## config.mk

```make
export PLATFORM = sky130hd
export DESIGN_NAME = mips_block_register_use_analyzer
export DESIGN_NICKNAME = d
export VERILOG_FILES = /design/src/rtl/mbrua_pkg.sv /design/src/rtl/mips_block_register_use_analyzer.sv /design/src/rtl/mbrua_front.sv /design/src/rtl/mbrua_queue.sv /design/src/rtl/mbrua_back.sv
export SDC_FILE = /design/constraint.sdc
export NUM_CORES = 2
export LEC_CHECK = 0
export ABC_AREA = 1
export BUFFER_PORTS_ARGS = -buffer_cell sky130_fd_sc_hd__buf_4
export CORE_MARGIN = 2
export CORE_UTILIZATION = 25
export DETAILED_ROUTE_END_ITERATION = 12
export GPL_ROUTABILITY_DRIVEN = 0
export SYNTH_ARGS = -nofsm -noshare
export SYNTH_HDL_FRONTEND = slang
export SYNTH_SLANG_ARGS = --single-unit
```

## constraint.sdc

```tcl
create_clock -name clk -period 45.8 [get_ports clk]
set_input_delay 2.29 -clock clk [delete_from_list [all_inputs] [get_ports clk]]
set_output_delay 2.29 -clock clk [all_outputs]
set_load 0.05 [all_outputs]
```

## src/rtl/mbrua_pkg.sv

```systemverilog
package mbrua_pkg;

  // Field widths
  localparam int ADDR_W    = 32;
  localparam int WORD_W    = 32;
  localparam int NUM_REGS  = 32;
  localparam int REG_W     = $clog2(NUM_REGS);
  localparam int OPN_W     = 2;
  localparam int CFG_IDX_W = 8;

  localparam logic [ADDR_W-1:0] ALL_ONES  = '1;
  localparam logic [ADDR_W-1:0] ADDR_STEP = ADDR_W'(4);
  localparam logic [REG_W-1:0]  LINK_REG  = REG_W'(NUM_REGS - 1);

  // Operation codes of an input beat
  localparam logic [OPN_W-1:0] OP_START   = 2'd0;
  localparam logic [OPN_W-1:0] OP_ANALYZE = 2'd1;
  localparam logic [OPN_W-1:0] OP_READ    = 2'd2;

  // Configuration register indexes
  localparam logic [CFG_IDX_W-1:0] CFG_LINK_EN = 8'd0;
  localparam logic [CFG_IDX_W-1:0] CFG_BOOTING = 8'd1;

  // Command queue between decode and execute
  localparam int Q_DEPTH = 2;
  localparam int Q_PTR_W = $clog2(Q_DEPTH);
  localparam int Q_CNT_W = $clog2(Q_DEPTH + 1);

  // Register-use decision for one instruction word
  typedef struct packed {
    logic             mark_rs;
    logic             mark_rt;
    logic             mark_rd;
    logic [REG_W-1:0] rs;
    logic [REG_W-1:0] rt;
    logic [REG_W-1:0] rd;
    logic             set_delay;
    logic             wipe;
  } dec_t;

  // One queued command
  typedef struct packed {
    logic [OPN_W-1:0]  opn;
    logic [ADDR_W-1:0] start_addr;
    logic              ferr;
    logic [REG_W-1:0]  ri;
    dec_t              dec;
  } cmd_t;

endpackage

```

## src/rtl/mips_block_register_use_analyzer.sv

```systemverilog
// Register-use analyzer for one block of MIPS instructions.
// Input channel (in_valid / in_stall): each beat carries an operation code.
//   Start opens a block at in_start_address; analyze decodes in_instruction
//   and stamps the current address as the last use of every register it
//   names; read only reports. Every beat reports in_reg_index's entry.
// Result channel (out_valid / out_stall): exactly one beat per input beat,
//   in order: block end, next fetch address, abort and invalidate flags,
//   and the last-use address (all ones when the entry holds nothing).
// Configuration (cfg_valid / cfg_ready, cfg_index, cfg_wdata): index 0 is
//   the link-blocks enable, index 1 the booting flag; other indexes are
//   ignored. cfg_ready is always high; write only while the block is idle.
// Result path: an input beat is written into the command queue, then the
//   execute stage pops it and registers its result beat.
// Throughput: one beat per cycle while out_stall is low. A two-entry
//   command queue separates decode and execute.
// Reset: table reads all ones, no block is open, booting is set and
//   linking is off. When out_stall is held, the result beat holds, the
//   queue fills within two beats and in_stall rises.
module mips_block_register_use_analyzer (
  input  logic                             clk,
  input  logic                             rst_n,
  input  logic                             in_valid,
  output logic                             in_stall,
  input  logic [mbrua_pkg::OPN_W-1:0]      in_operation,
  input  logic [mbrua_pkg::WORD_W-1:0]     in_instruction,
  input  logic [mbrua_pkg::ADDR_W-1:0]     in_start_address,
  input  logic                             in_fetch_error,
  input  logic [mbrua_pkg::REG_W-1:0]      in_reg_index,
  output logic                             out_valid,
  input  logic                             out_stall,
  output logic                             out_block_end,
  output logic [mbrua_pkg::ADDR_W-1:0]     out_next_fetch_address,
  output logic                             out_aborted,
  output logic                             out_invalidated,
  output logic [mbrua_pkg::ADDR_W-1:0]     out_last_use,
  input  logic                             cfg_valid,
  output logic                             cfg_ready,
  input  logic [mbrua_pkg::CFG_IDX_W-1:0]  cfg_index,
  input  logic                             cfg_wdata
);

  logic            link_en_r, link_en_nxt;
  logic            booting_r, booting_nxt;
  logic            push, q_full, pop, q_valid;
  mbrua_pkg::cmd_t push_cmd, pop_cmd;

  // Configuration writes
  assign cfg_ready = 1'b1;

  always_comb begin
    link_en_nxt = link_en_r;
    booting_nxt = booting_r;
    if (cfg_valid && cfg_ready) begin
      priority if (cfg_index == mbrua_pkg::CFG_LINK_EN) begin
        link_en_nxt = cfg_wdata;
      end else if (cfg_index == mbrua_pkg::CFG_BOOTING) begin
        booting_nxt = cfg_wdata;
      end else begin
        link_en_nxt = link_en_r;
      end
    end
  end

  always_ff @(posedge clk) begin
    if (!rst_n) begin
      link_en_r <= 1'b0;
      booting_r <= 1'b1;
    end else begin
      link_en_r <= link_en_nxt;
      booting_r <= booting_nxt;
    end
  end

  mbrua_front u_front (
    .in_valid         (in_valid),
    .in_stall         (in_stall),
    .in_operation     (in_operation),
    .in_instruction   (in_instruction),
    .in_start_address (in_start_address),
    .in_fetch_error   (in_fetch_error),
    .in_reg_index     (in_reg_index),
    .link_mode        (link_en_r && !booting_r),
    .q_full           (q_full),
    .push             (push),
    .push_cmd         (push_cmd)
  );

  mbrua_queue u_queue (
    .clk      (clk),
    .rst_n    (rst_n),
    .push     (push),
    .push_cmd (push_cmd),
    .full     (q_full),
    .pop      (pop),
    .q_valid  (q_valid),
    .pop_cmd  (pop_cmd)
  );

  mbrua_back u_back (
    .clk                    (clk),
    .rst_n                  (rst_n),
    .q_valid                (q_valid),
    .cmd                    (pop_cmd),
    .pop                    (pop),
    .out_valid              (out_valid),
    .out_stall              (out_stall),
    .out_block_end          (out_block_end),
    .out_next_fetch_address (out_next_fetch_address),
    .out_aborted            (out_aborted),
    .out_invalidated        (out_invalidated),
    .out_last_use           (out_last_use)
  );

endmodule

```

## src/rtl/mbrua_front.sv

```systemverilog
module mbrua_front (
  input  logic                          in_valid,
  output logic                          in_stall,
  input  logic [mbrua_pkg::OPN_W-1:0]   in_operation,
  input  logic [mbrua_pkg::WORD_W-1:0]  in_instruction,
  input  logic [mbrua_pkg::ADDR_W-1:0]  in_start_address,
  input  logic                          in_fetch_error,
  input  logic [mbrua_pkg::REG_W-1:0]   in_reg_index,
  input  logic                          link_mode,
  input  logic                          q_full,
  output logic                          push,
  output mbrua_pkg::cmd_t               push_cmd
);

  // Register-use classes
  localparam logic [3:0] CL_EMPTY  = 4'd0;
  localparam logic [3:0] CL_I      = 4'd1;
  localparam logic [3:0] CL_BR     = 4'd2;
  localparam logic [3:0] CL_J      = 4'd3;
  localparam logic [3:0] CL_R      = 4'd4;
  localparam logic [3:0] CL_B      = 4'd5;
  localparam logic [3:0] CL_SH     = 4'd6;
  localparam logic [3:0] CL_RT     = 4'd7;
  localparam logic [3:0] CL_CF     = 4'd8;
  localparam logic [3:0] CL_RS     = 4'd9;
  localparam logic [3:0] CL_RD     = 4'd10;
  localparam logic [3:0] CL_TODO   = 4'd11;
  localparam logic [3:0] CL_SPEC   = 4'd12;
  localparam logic [3:0] CL_REGIMM = 4'd13;
  localparam logic [3:0] CL_COP0   = 4'd14;
  localparam logic [3:0] CL_COP1   = 4'd15;

  // Primary opcodes that matter for the link exceptions
  localparam logic [5:0] OPC_REGIMM = 6'd1;
  localparam logic [5:0] OPC_JAL    = 6'd3;
  localparam logic [5:0] OPC_BEQ    = 6'd4;
  localparam logic [5:0] OPC_BNE    = 6'd5;
  localparam logic [5:0] OPC_BLEZ   = 6'd6;
  localparam logic [5:0] OPC_BGTZ   = 6'd7;
  localparam logic [5:0] OPC_COP1   = 6'd17;
  localparam logic [5:0] OPC_BEQL   = 6'd20;
  localparam logic [5:0] OPC_BNEL   = 6'd21;
  localparam logic [5:0] OPC_BLEZL  = 6'd22;
  localparam logic [5:0] OPC_BGTZL  = 6'd23;
  localparam logic [4:0] RS_BC      = 5'd8;

  function automatic logic [3:0] main_class(input logic [5:0] op);
    logic [3:0] c;
    unique case (op)
      6'd0:                                   c = CL_SPEC;
      6'd1:                                   c = CL_REGIMM;
      6'd2, 6'd3:                             c = CL_J;
      6'd4, 6'd5, 6'd20, 6'd21:               c = CL_B;
      6'd6, 6'd7, 6'd22, 6'd23:               c = CL_BR;
      6'd8, 6'd9, 6'd10, 6'd11, 6'd12, 6'd13, 6'd14,
      6'd24, 6'd25, 6'd26, 6'd27,
      6'd32, 6'd33, 6'd34, 6'd35, 6'd36, 6'd37, 6'd38, 6'd39,
      6'd40, 6'd41, 6'd42, 6'd43, 6'd44, 6'd45, 6'd46,
      6'd48, 6'd52, 6'd55, 6'd56, 6'd60, 6'd63: c = CL_I;
      6'd15:                                  c = CL_RT;
      6'd16:                                  c = CL_COP0;
      6'd17:                                  c = CL_COP1;
      6'd18, 6'd47:                           c = CL_TODO;
      6'd49, 6'd53, 6'd57, 6'd61:             c = CL_RS;
      default:                                c = CL_EMPTY;
    endcase
    return c;
  endfunction

  function automatic logic [3:0] spec_class(input logic [5:0] fn);
    logic [3:0] c;
    unique case (fn)
      6'd0, 6'd2, 6'd3, 6'd56, 6'd58, 6'd59, 6'd60, 6'd62, 6'd63: c = CL_SH;
      6'd4, 6'd6, 6'd7, 6'd20, 6'd22, 6'd23,
      6'd32, 6'd33, 6'd34, 6'd35, 6'd36, 6'd37, 6'd38, 6'd39,
      6'd42, 6'd43, 6'd44, 6'd45, 6'd46, 6'd47:                c = CL_R;
      6'd8, 6'd9:                                               c = CL_BR;
      6'd12, 6'd13, 6'd15, 6'd48, 6'd49, 6'd50, 6'd51, 6'd52,
      6'd54:                                                    c = CL_TODO;
      6'd16, 6'd18:                                             c = CL_RD;
      6'd17, 6'd19:                                             c = CL_RS;
      6'd24, 6'd25, 6'd26, 6'd27, 6'd28, 6'd29, 6'd30, 6'd31:  c = CL_I;
      default:                                                  c = CL_EMPTY;
    endcase
    return c;
  endfunction

  function automatic logic [3:0] regimm_class(input logic [4:0] rt);
    logic [3:0] c;
    unique case (rt)
      5'd0, 5'd1, 5'd2, 5'd3, 5'd16, 5'd17, 5'd18, 5'd19: c = CL_BR;
      5'd8, 5'd9, 5'd10, 5'd11, 5'd12, 5'd14:             c = CL_TODO;
      default:                                             c = CL_EMPTY;
    endcase
    return c;
  endfunction

  function automatic logic [3:0] cop0_class(input logic [4:0] rs, input logic [4:0] rt);
    logic [3:0] c;
    unique case (rs)
      5'd0, 5'd1, 5'd4, 5'd5: c = CL_RT;
      5'd2, 5'd6:             c = CL_TODO;
      5'd8:                   c = (rt < 5'd4) ? CL_TODO : CL_EMPTY;
      default:                c = CL_EMPTY;
    endcase
    return c;
  endfunction

  function automatic logic [3:0] cop1_class(input logic [4:0] rs, input logic [4:0] rt);
    logic [3:0] c;
    unique case (rs)
      5'd0, 5'd1, 5'd4, 5'd5, 5'd6: c = CL_RT;
      5'd2:                         c = CL_CF;
      5'd8:                         c = (rt < 5'd4) ? CL_J : CL_EMPTY;
      default:                      c = CL_EMPTY;
    endcase
    return c;
  endfunction

  logic [5:0] op;
  logic [4:0] rs, rt, rd;
  logic [3:0] cls_main, cls;
  mbrua_pkg::dec_t dec;

  assign op = in_instruction[31:26];
  assign rs = in_instruction[25:21];
  assign rt = in_instruction[20:16];
  assign rd = in_instruction[15:11];

  // Resolve the subfield tables
  assign cls_main = main_class(op);
  always_comb begin
    unique case (cls_main)
      CL_SPEC:   cls = spec_class(in_instruction[5:0]);
      CL_REGIMM: cls = regimm_class(rt);
      CL_COP0:   cls = cop0_class(rs, rt);
      CL_COP1:   cls = cop1_class(rs, rt);
      default:   cls = cls_main;
    endcase
  end

  // Turn the class into register marks and block control
  always_comb begin
    dec = '0;
    dec.rs = rs;
    dec.rt = rt;
    dec.rd = rd;
    unique case (cls)
      CL_I: begin
        dec.mark_rt = 1'b1;
        dec.mark_rs = 1'b1;
      end
      CL_R: begin
        dec.mark_rt = 1'b1;
        dec.mark_rs = 1'b1;
        dec.mark_rd = 1'b1;
      end
      CL_SH: begin
        dec.mark_rd = 1'b1;
        dec.mark_rt = 1'b1;
      end
      CL_RT: dec.mark_rt = 1'b1;
      CL_RS: dec.mark_rs = 1'b1;
      CL_RD: dec.mark_rd = 1'b1;
      CL_CF: dec.mark_rt = (rd == 5'd0) || (rd == 5'd31);
      CL_BR: begin
        dec.mark_rs = 1'b1;
        dec.set_delay = !(link_mode && (op == OPC_BLEZ || op == OPC_BGTZ ||
                                        op == OPC_BLEZL || op == OPC_BGTZL)) &&
                        !(link_mode && op == OPC_REGIMM && rt < 5'd4);
      end
      CL_B: begin
        dec.mark_rt = 1'b1;
        dec.mark_rs = 1'b1;
        dec.set_delay = !(link_mode && (op == OPC_BEQ || op == OPC_BNE ||
                                        op == OPC_BEQL || op == OPC_BNEL));
      end
      CL_J: begin
        dec.set_delay = !(link_mode && op == OPC_COP1 && rs == RS_BC && rt < 5'd4) &&
                        (op != OPC_JAL);
      end
      CL_TODO: dec.wipe = 1'b1;
      default: ;
    endcase
  end

  // Accept a beat whenever the queue has room
  assign in_stall = q_full;
  assign push     = in_valid && !q_full;

  always_comb begin
    push_cmd.opn        = in_operation;
    push_cmd.start_addr = in_start_address;
    push_cmd.ferr       = in_fetch_error;
    push_cmd.ri         = in_reg_index;
    push_cmd.dec        = dec;
  end

endmodule

```

## src/rtl/mbrua_queue.sv

```systemverilog
module mbrua_queue (
  input  logic            clk,
  input  logic            rst_n,
  input  logic            push,
  input  mbrua_pkg::cmd_t push_cmd,
  output logic            full,
  input  logic            pop,
  output logic            q_valid,
  output mbrua_pkg::cmd_t pop_cmd
);

  mbrua_pkg::cmd_t                  slot_r [mbrua_pkg::Q_DEPTH];
  logic [mbrua_pkg::Q_PTR_W-1:0]    wr_ptr_r, wr_ptr_nxt;
  logic [mbrua_pkg::Q_PTR_W-1:0]    rd_ptr_r, rd_ptr_nxt;
  logic [mbrua_pkg::Q_CNT_W-1:0]    count_r, count_nxt;

  localparam logic [mbrua_pkg::Q_PTR_W-1:0] LAST_PTR = mbrua_pkg::Q_PTR_W'(mbrua_pkg::Q_DEPTH - 1);
  localparam logic [mbrua_pkg::Q_CNT_W-1:0] FULL_CNT = mbrua_pkg::Q_CNT_W'(mbrua_pkg::Q_DEPTH);
  localparam logic [mbrua_pkg::Q_CNT_W-1:0] ONE_CNT  = mbrua_pkg::Q_CNT_W'(1);

  assign full    = (count_r == FULL_CNT);
  assign q_valid = (count_r != '0);
  assign pop_cmd = slot_r[rd_ptr_r];

  // Advance pointers with wrap
  always_comb begin
    wr_ptr_nxt = wr_ptr_r;
    rd_ptr_nxt = rd_ptr_r;
    count_nxt  = count_r;
    if (push) begin
      wr_ptr_nxt = (wr_ptr_r == LAST_PTR) ? '0 : wr_ptr_r + 1'b1;
    end
    if (pop) begin
      rd_ptr_nxt = (rd_ptr_r == LAST_PTR) ? '0 : rd_ptr_r + 1'b1;
    end
    if (push && !pop) begin
      count_nxt = count_r + ONE_CNT;
    end else if (pop && !push) begin
      count_nxt = count_r - ONE_CNT;
    end
  end

  always_ff @(posedge clk) begin
    if (!rst_n) begin
      wr_ptr_r <= '0;
      rd_ptr_r <= '0;
      count_r  <= '0;
    end else begin
      wr_ptr_r <= wr_ptr_nxt;
      rd_ptr_r <= rd_ptr_nxt;
      count_r  <= count_nxt;
    end
  end

  // Store the incoming command
  always_ff @(posedge clk) begin
    if (push) begin
      slot_r[wr_ptr_r] <= push_cmd;
    end
  end

  a_no_pop_empty: assert property (@(posedge clk) disable iff (!rst_n)
    pop |-> q_valid)
    else $error("queue popped while empty");

  a_no_push_full: assert property (@(posedge clk) disable iff (!rst_n)
    push |-> !full)
    else $error("queue pushed while full");

  a_count_up: assert property (@(posedge clk) disable iff (!rst_n)
    (push && !pop) |=> (count_r == $past(count_r) + ONE_CNT))
    else $error("queue count did not advance on push");

endmodule

```

## src/rtl/mbrua_back.sv

```systemverilog
module mbrua_back (
  input  logic                          clk,
  input  logic                          rst_n,
  input  logic                          q_valid,
  input  mbrua_pkg::cmd_t               cmd,
  output logic                          pop,
  output logic                          out_valid,
  input  logic                          out_stall,
  output logic                          out_block_end,
  output logic [mbrua_pkg::ADDR_W-1:0]  out_next_fetch_address,
  output logic                          out_aborted,
  output logic                          out_invalidated,
  output logic [mbrua_pkg::ADDR_W-1:0]  out_last_use
);

  // Last-use table: data without reset, valid bits cleared all together
  logic [mbrua_pkg::ADDR_W-1:0]   tbl_r   [mbrua_pkg::NUM_REGS];
  logic [mbrua_pkg::ADDR_W-1:0]   tbl_nxt [mbrua_pkg::NUM_REGS];
  logic [mbrua_pkg::NUM_REGS-1:0] vld_r, vld_nxt, hit;

  logic [mbrua_pkg::ADDR_W-1:0] cur_r, cur_nxt;
  logic [mbrua_pkg::ADDR_W-1:0] start_r, start_nxt;
  logic                         delay_r, delay_nxt;
  logic                         done_r, done_nxt;

  logic                         out_valid_r;
  logic                         end_r, end_nxt;
  logic [mbrua_pkg::ADDR_W-1:0] nfa_r;
  logic                         abrt_r, abrt_nxt;
  logic                         inval_r, inval_nxt;
  logic [mbrua_pkg::ADDR_W-1:0] lu_r, lu_nxt;

  logic slot, delay_a, delay_b, finish, wipe;

  // Take a command when the result register is free or being drained
  assign pop = q_valid && (!out_valid_r || !out_stall);

  // Registers named by this instruction
  always_comb begin
    for (int i = 0; i < mbrua_pkg::NUM_REGS; i++) begin
      hit[i] = (cmd.dec.mark_rs && cmd.dec.rs == mbrua_pkg::REG_W'(i)) ||
               (cmd.dec.mark_rt && cmd.dec.rt == mbrua_pkg::REG_W'(i)) ||
               (cmd.dec.mark_rd && cmd.dec.rd == mbrua_pkg::REG_W'(i));
    end
  end

  // Execute one command against the block state
  always_comb begin
    cur_nxt   = cur_r;
    start_nxt = start_r;
    delay_nxt = delay_r;
    done_nxt  = done_r;
    end_nxt   = 1'b0;
    abrt_nxt  = 1'b0;
    inval_nxt = 1'b0;
    finish    = 1'b0;
    wipe      = 1'b0;
    slot      = delay_r && (cur_r != start_r);
    delay_a   = slot ? 1'b0 : delay_r;
    delay_b   = delay_a || cmd.dec.set_delay;
    tbl_nxt   = tbl_r;
    vld_nxt   = vld_r;

    unique case (cmd.opn)
      mbrua_pkg::OP_START: begin
        start_nxt = cmd.start_addr;
        cur_nxt   = cmd.start_addr;
        done_nxt  = cmd.ferr;
        end_nxt   = cmd.ferr;
        abrt_nxt  = cmd.ferr;
      end
      mbrua_pkg::OP_ANALYZE: begin
        if (done_r) begin
          end_nxt = 1'b1;
        end else if (cmd.ferr) begin
          delay_nxt = delay_a;
          wipe      = 1'b1;
          finish    = 1'b1;
          abrt_nxt  = 1'b1;
        end else begin
          delay_nxt = delay_b;
          inval_nxt = cmd.dec.wipe;
          wipe      = cmd.dec.wipe;
          for (int i = 0; i < mbrua_pkg::NUM_REGS; i++) begin
            if (hit[i]) begin
              tbl_nxt[i] = cur_r;
              vld_nxt[i] = 1'b1;
            end
          end
          if (slot) begin
            finish = 1'b1;
          end else begin
            cur_nxt = cur_r + mbrua_pkg::ADDR_STEP;
            finish  = !delay_b && cmd.dec.wipe;
          end
        end
      end
      default: end_nxt = done_r;
    endcase

    // Drop the whole table on a wipe, and close the block when it finishes
    if (wipe) begin
      vld_nxt = '0;
    end
    if (finish) begin
      vld_nxt[mbrua_pkg::LINK_REG] = 1'b0;
      cur_nxt  = start_r;
      done_nxt = 1'b1;
      end_nxt  = 1'b1;
    end

    lu_nxt = vld_nxt[cmd.ri] ? tbl_nxt[cmd.ri] : mbrua_pkg::ALL_ONES;
  end

  always_ff @(posedge clk) begin
    if (!rst_n) begin
      vld_r       <= '0;
      cur_r       <= '0;
      start_r     <= '0;
      delay_r     <= 1'b0;
      done_r      <= 1'b1;
      out_valid_r <= 1'b0;
    end else begin
      if (pop) begin
        vld_r   <= vld_nxt;
        cur_r   <= cur_nxt;
        start_r <= start_nxt;
        delay_r <= delay_nxt;
        done_r  <= done_nxt;
      end
      if (pop) begin
        out_valid_r <= 1'b1;
      end else if (!out_stall) begin
        out_valid_r <= 1'b0;
      end
    end
  end

  // Table data and result beat
  always_ff @(posedge clk) begin
    if (pop) begin
      tbl_r   <= tbl_nxt;
      end_r   <= end_nxt;
      nfa_r   <= cur_nxt;
      abrt_r  <= abrt_nxt;
      inval_r <= inval_nxt;
      lu_r    <= lu_nxt;
    end
  end

  assign out_valid              = out_valid_r;
  assign out_block_end          = end_r;
  assign out_next_fetch_address = nfa_r;
  assign out_aborted            = abrt_r;
  assign out_invalidated        = inval_r;
  assign out_last_use           = lu_r;

  a_done_at_start: assert property (@(posedge clk) disable iff (!rst_n)
    done_r |-> (cur_r == start_r))
    else $error("closed block left fetch address away from block start");

  a_abort_ends: assert property (@(posedge clk) disable iff (!rst_n)
    (out_valid_r && abrt_r) |-> end_r)
    else $error("aborted beat without block end");

  a_abort_excl: assert property (@(posedge clk) disable iff (!rst_n)
    out_valid_r |-> !(abrt_r && inval_r))
    else $error("beat both aborted and invalidated");

  a_close_link: assert property (@(posedge clk) disable iff (!rst_n)
    (pop && finish) |=> !vld_r[mbrua_pkg::LINK_REG])
    else $error("link register entry still valid after block end");

endmodule

```

==> parameters.txt <==
Parameter                              Value

Yosys
  Syn_nets    9015
  Post-synthesis share of cell area spent on full adders, half adders and majority gates    0.00122
  Sequential share of the synthesized area    0.537
  Post-synth EDFFs    1211
  Synth Area in XOR/XNOR    0.00257
  Share of flip-flops with an asynchronous set or reset    0
  Complex-gate fraction of the synthesized area    0.0268
  Synth Area per Inst    8.03 sq um
  Synthesis-stage register bit count    1317
  Most area-consuming cells after synthesis    sky130_fd_sc_hd__edfxtp_1, sky130_fd_sc_hd__nand3_1, sky130_fd_sc_hd__nand2_1
  Share of synthesized area spent on multiplexers    0.000559
  Primary flip-flop cell chosen by synthesis mapping    sky130_fd_sc_hd__edfxtp_1
  Count of different cell masters after synthesis    45
  Most common cell in the synthesized netlist    sky130_fd_sc_hd__nand2_1
  Post-synthesis instance area    71600 sq um
  Synthesized instance count    8922
  Warning count from the yosys run    0
  Post-synthesis cell type with the largest combined area    sky130_fd_sc_hd__edfxtp_1
  Most instantiated cells after synthesis    sky130_fd_sc_hd__nand2_1, sky130_fd_sc_hd__nand3_1, sky130_fd_sc_hd__edfxtp_1
  Post-synthesis simple-gate area fraction    0.371
  Main combinational cell family by area after synthesis    simple AND/OR/NAND/NOR gates
  Synth top area share    0.508

Global route
  First-pass GRT wire length    407000 um
  All-Layer GR Usage    0.185
  Pin count of the biggest net entering global routing    171
  Number of global-route vias before repair    60200
  Number of antenna violations at the first check in global routing    8
  GRT overflow    0

Placed design
  Number of port buffers    149
  Detailed placer's ending HPWL    166000 um
  Post-Place Setup Slack    38900 ps
  Count of placed standard cells including taps    12400

Clocking
  CTS tree    built
  Number of cells upsized or downsized after cts    0
  H-tree depth    4
  Maximum root-to-sink buffer count    3
  Clock input transition at the sequential cells of the worst setup and hold paths    50 ps
  Cell chosen for the clock root    sky130_fd_sc_hd__clkbuf_16
  CTS Hold Bufs    0
  Clock latency at the later pin of the worst-skew pair    850 ps
  Post-CTS Setup Repair Bufs    0
  Number of buffers inserted during clock tree synthesis    152
  Sink count of the clock tree    1317

Worst setup path
  Startpoint types    flip-flop
  Maximum fanout along the worst path    64
  Worst path cell trace    inv_2, buf_4, or2_0, o21ai_2, nand2_2, nor2_4, buf_4, buf_4, buf_4, nand2_2, buf_4, nand2_1, nand2_1, nand2_1, nand3_1, nand3_1, nand3_1, nand2_1, nand2_1, nand2_2, nand2_1
  Cell family contributing the most delay on the critical path    buffers and inverters
  Cell mode on critical path    sky130_fd_sc_hd__nand2_1
  Required time of the critical path    46320 ps
  Combined buffer and inverter count along the critical path    6
  Sort of element at the end of the critical path    flip-flop
  Standard cell with the maximum stage delay on the critical path    sky130_fd_sc_hd__buf_4
  Arr. time, crit path    7450 ps
  Critical path's largest stage delay    750 ps
  Critical path type    flip-flop to flip-flop

Timing
  Final-layout setup total negative slack    0 ps
  Slew @ Worst Pin    1360 ps
  Post-Route Skew    31.2 ps
  Fmax    144 MHz
  Final setup violation count    0
  Final worst-path setup slack    38870 ps
  Final clock period utilization by the worst path    0.151
  Worst-case hold slack    451 ps
  Number of hold-slack violations in the final timing report    0
  Setup repair after global routing missed its margin    no
  Final Max Slew Viols    0
  Final period demand of the worst path    6930 ps
  Slew headroom    0.0904

Power and ir drop
  Final Power    6.20 mW
  Part of the total power dissipated in combinational logic    0.421
  Leakage power    33.9 nW
  Sequential group share of total power    0.388
  Part of the power in the clock network    0.192
  Switching power as a share of total power    0.435
  Switching component of the power    2.69 mW
  Internal cell power    3.51 mW
  Power density over cell area    76.5 nW/um^2
  Largest voltage drop on the vdd net    74.2 uV

Hold path
  Worst Hold Class    flip-flop to flip-flop

Floorplanning
  Height of the die    539 um
  Standard cell core area    285000 sq um
  Site row count    196
  Chip width    539 um
  Initial Utilization    0.251
  Floorplan die area    291000 sq um
  Count of boundary I/O pins    156

Layout
  Fraction of layout cells with a size suffix above 1    0.0699
  Synth-to-layout area growth    13.1%
  Non-filler instance count after layout    12600
  Final Net Count    8837

Route
  DR pass1 iterations    9
  Final routed wirelength across all metal layers    279000 um
  DR iter-0 viols    9841
  Vias per cell    5.21
  Antenna viol nets, final    0
  Drt wl/cell    22.1 um
  Vias after detailed routing    65700
  Remaining routing DRC violations    0

Flow run
  Max-cap check violation count    0

Status
  Status    complete, no violations
power by group through the flow:
stage	clock (mW)	sequential [mW]	combinational [mW]
5_1_grt	1.25	2.46	2.84
3_5_place_dp	0	2.42	2.55
2_1_floorplan	0	3.12	1.64
3_3_place_gp	0	2.40	2.52
4_1_cts	1.20	2.40	2.55
6_report	1.19	2.40	2.61
stage by stage:
stage | utilization | instance area [sq um]
after floorplan | - | 71600
after global placement | 0.268 | 76300
after detailed placement | 0.268 | 76300
after CTS | 0.284 | 81000
after global routing | 0.284 | 81000
final | 0.284 | 81000
kinds of logic after synthesis:
logic type	after synthesis
flops	1317
compound gates	364
xor+xnor	21
mux	4
other cells	1
buf+inv	1075
fa+ha+maj	7
simple gates	6133
per-layer routing:
layer / share of wire / track usage
met3: 0.12 / 0.0384
met2: 0.43 / 0.282
met5: 0.00014 / 0
met4: 0.047 / 0.0829
met1: 0.41 / 0.250
flip-flops by register name, indices dropped and copies added (netlist names), 2 cells and up, named ones only:
signal and flops:
u_back.cur_r 32, u_back.start_r 32, u_back.tbl_r 1024, u_queue.count_r 2
u_back.out_next_fetch_address 32, u_back.out_last_use 32, u_queue.slot_r 120, u_back.vld_r 32
area by class of cell:
type / instances / area [sq um]
diodes: 2 / 5.00
inverters: 432 / 1650
well taps: 3762 / 4710
clock inverters: 73 / 629
fillers: 30400 / 204000
clock buffers: 196 / 4060
multi-input cells: 6530 / 29000
repair buffers: 311 / 2450
flip-flops and latches: 1317 / 38500
placed cells by master (no fill, tap or decap), drive strengths merged, types with 2 or more instances in the layout:
master / instances
diode: 2
dfxtp: 106
nand3: 2621
a21oi: 153
nor4: 4
bufinv: 6
nor3: 18
o2111ai: 3
o21ai: 175
clkinv: 60
a211oi: 5
xnor2: 21
clkinvlp: 4
a31oi: 3
o21a: 3
edfxtp: 1211
nand3b: 2
inv: 435
nand4: 12
nor2: 169
mux2i: 4
ha: 7
clkbuf: 196
or2: 6
buf: 311
nand2: 3299
o22ai: 6
o21bai: 4
o211ai: 9
worst paths after layout:
kind / startpoint / slack (ps) / end / cells past startpoint
max: flip-flop / 38870 / u_back.out_last_use[15] / 21
min: u_queue.rd_ptr_r / 450 / flip-flop / 1
max reg2reg: flip-flop / 38870 / u_back.out_last_use[15] / 21
min reg2reg: u_queue.rd_ptr_r / 450 / flip-flop / 1
Note: power is estimated with default switching activity, not from simulation.
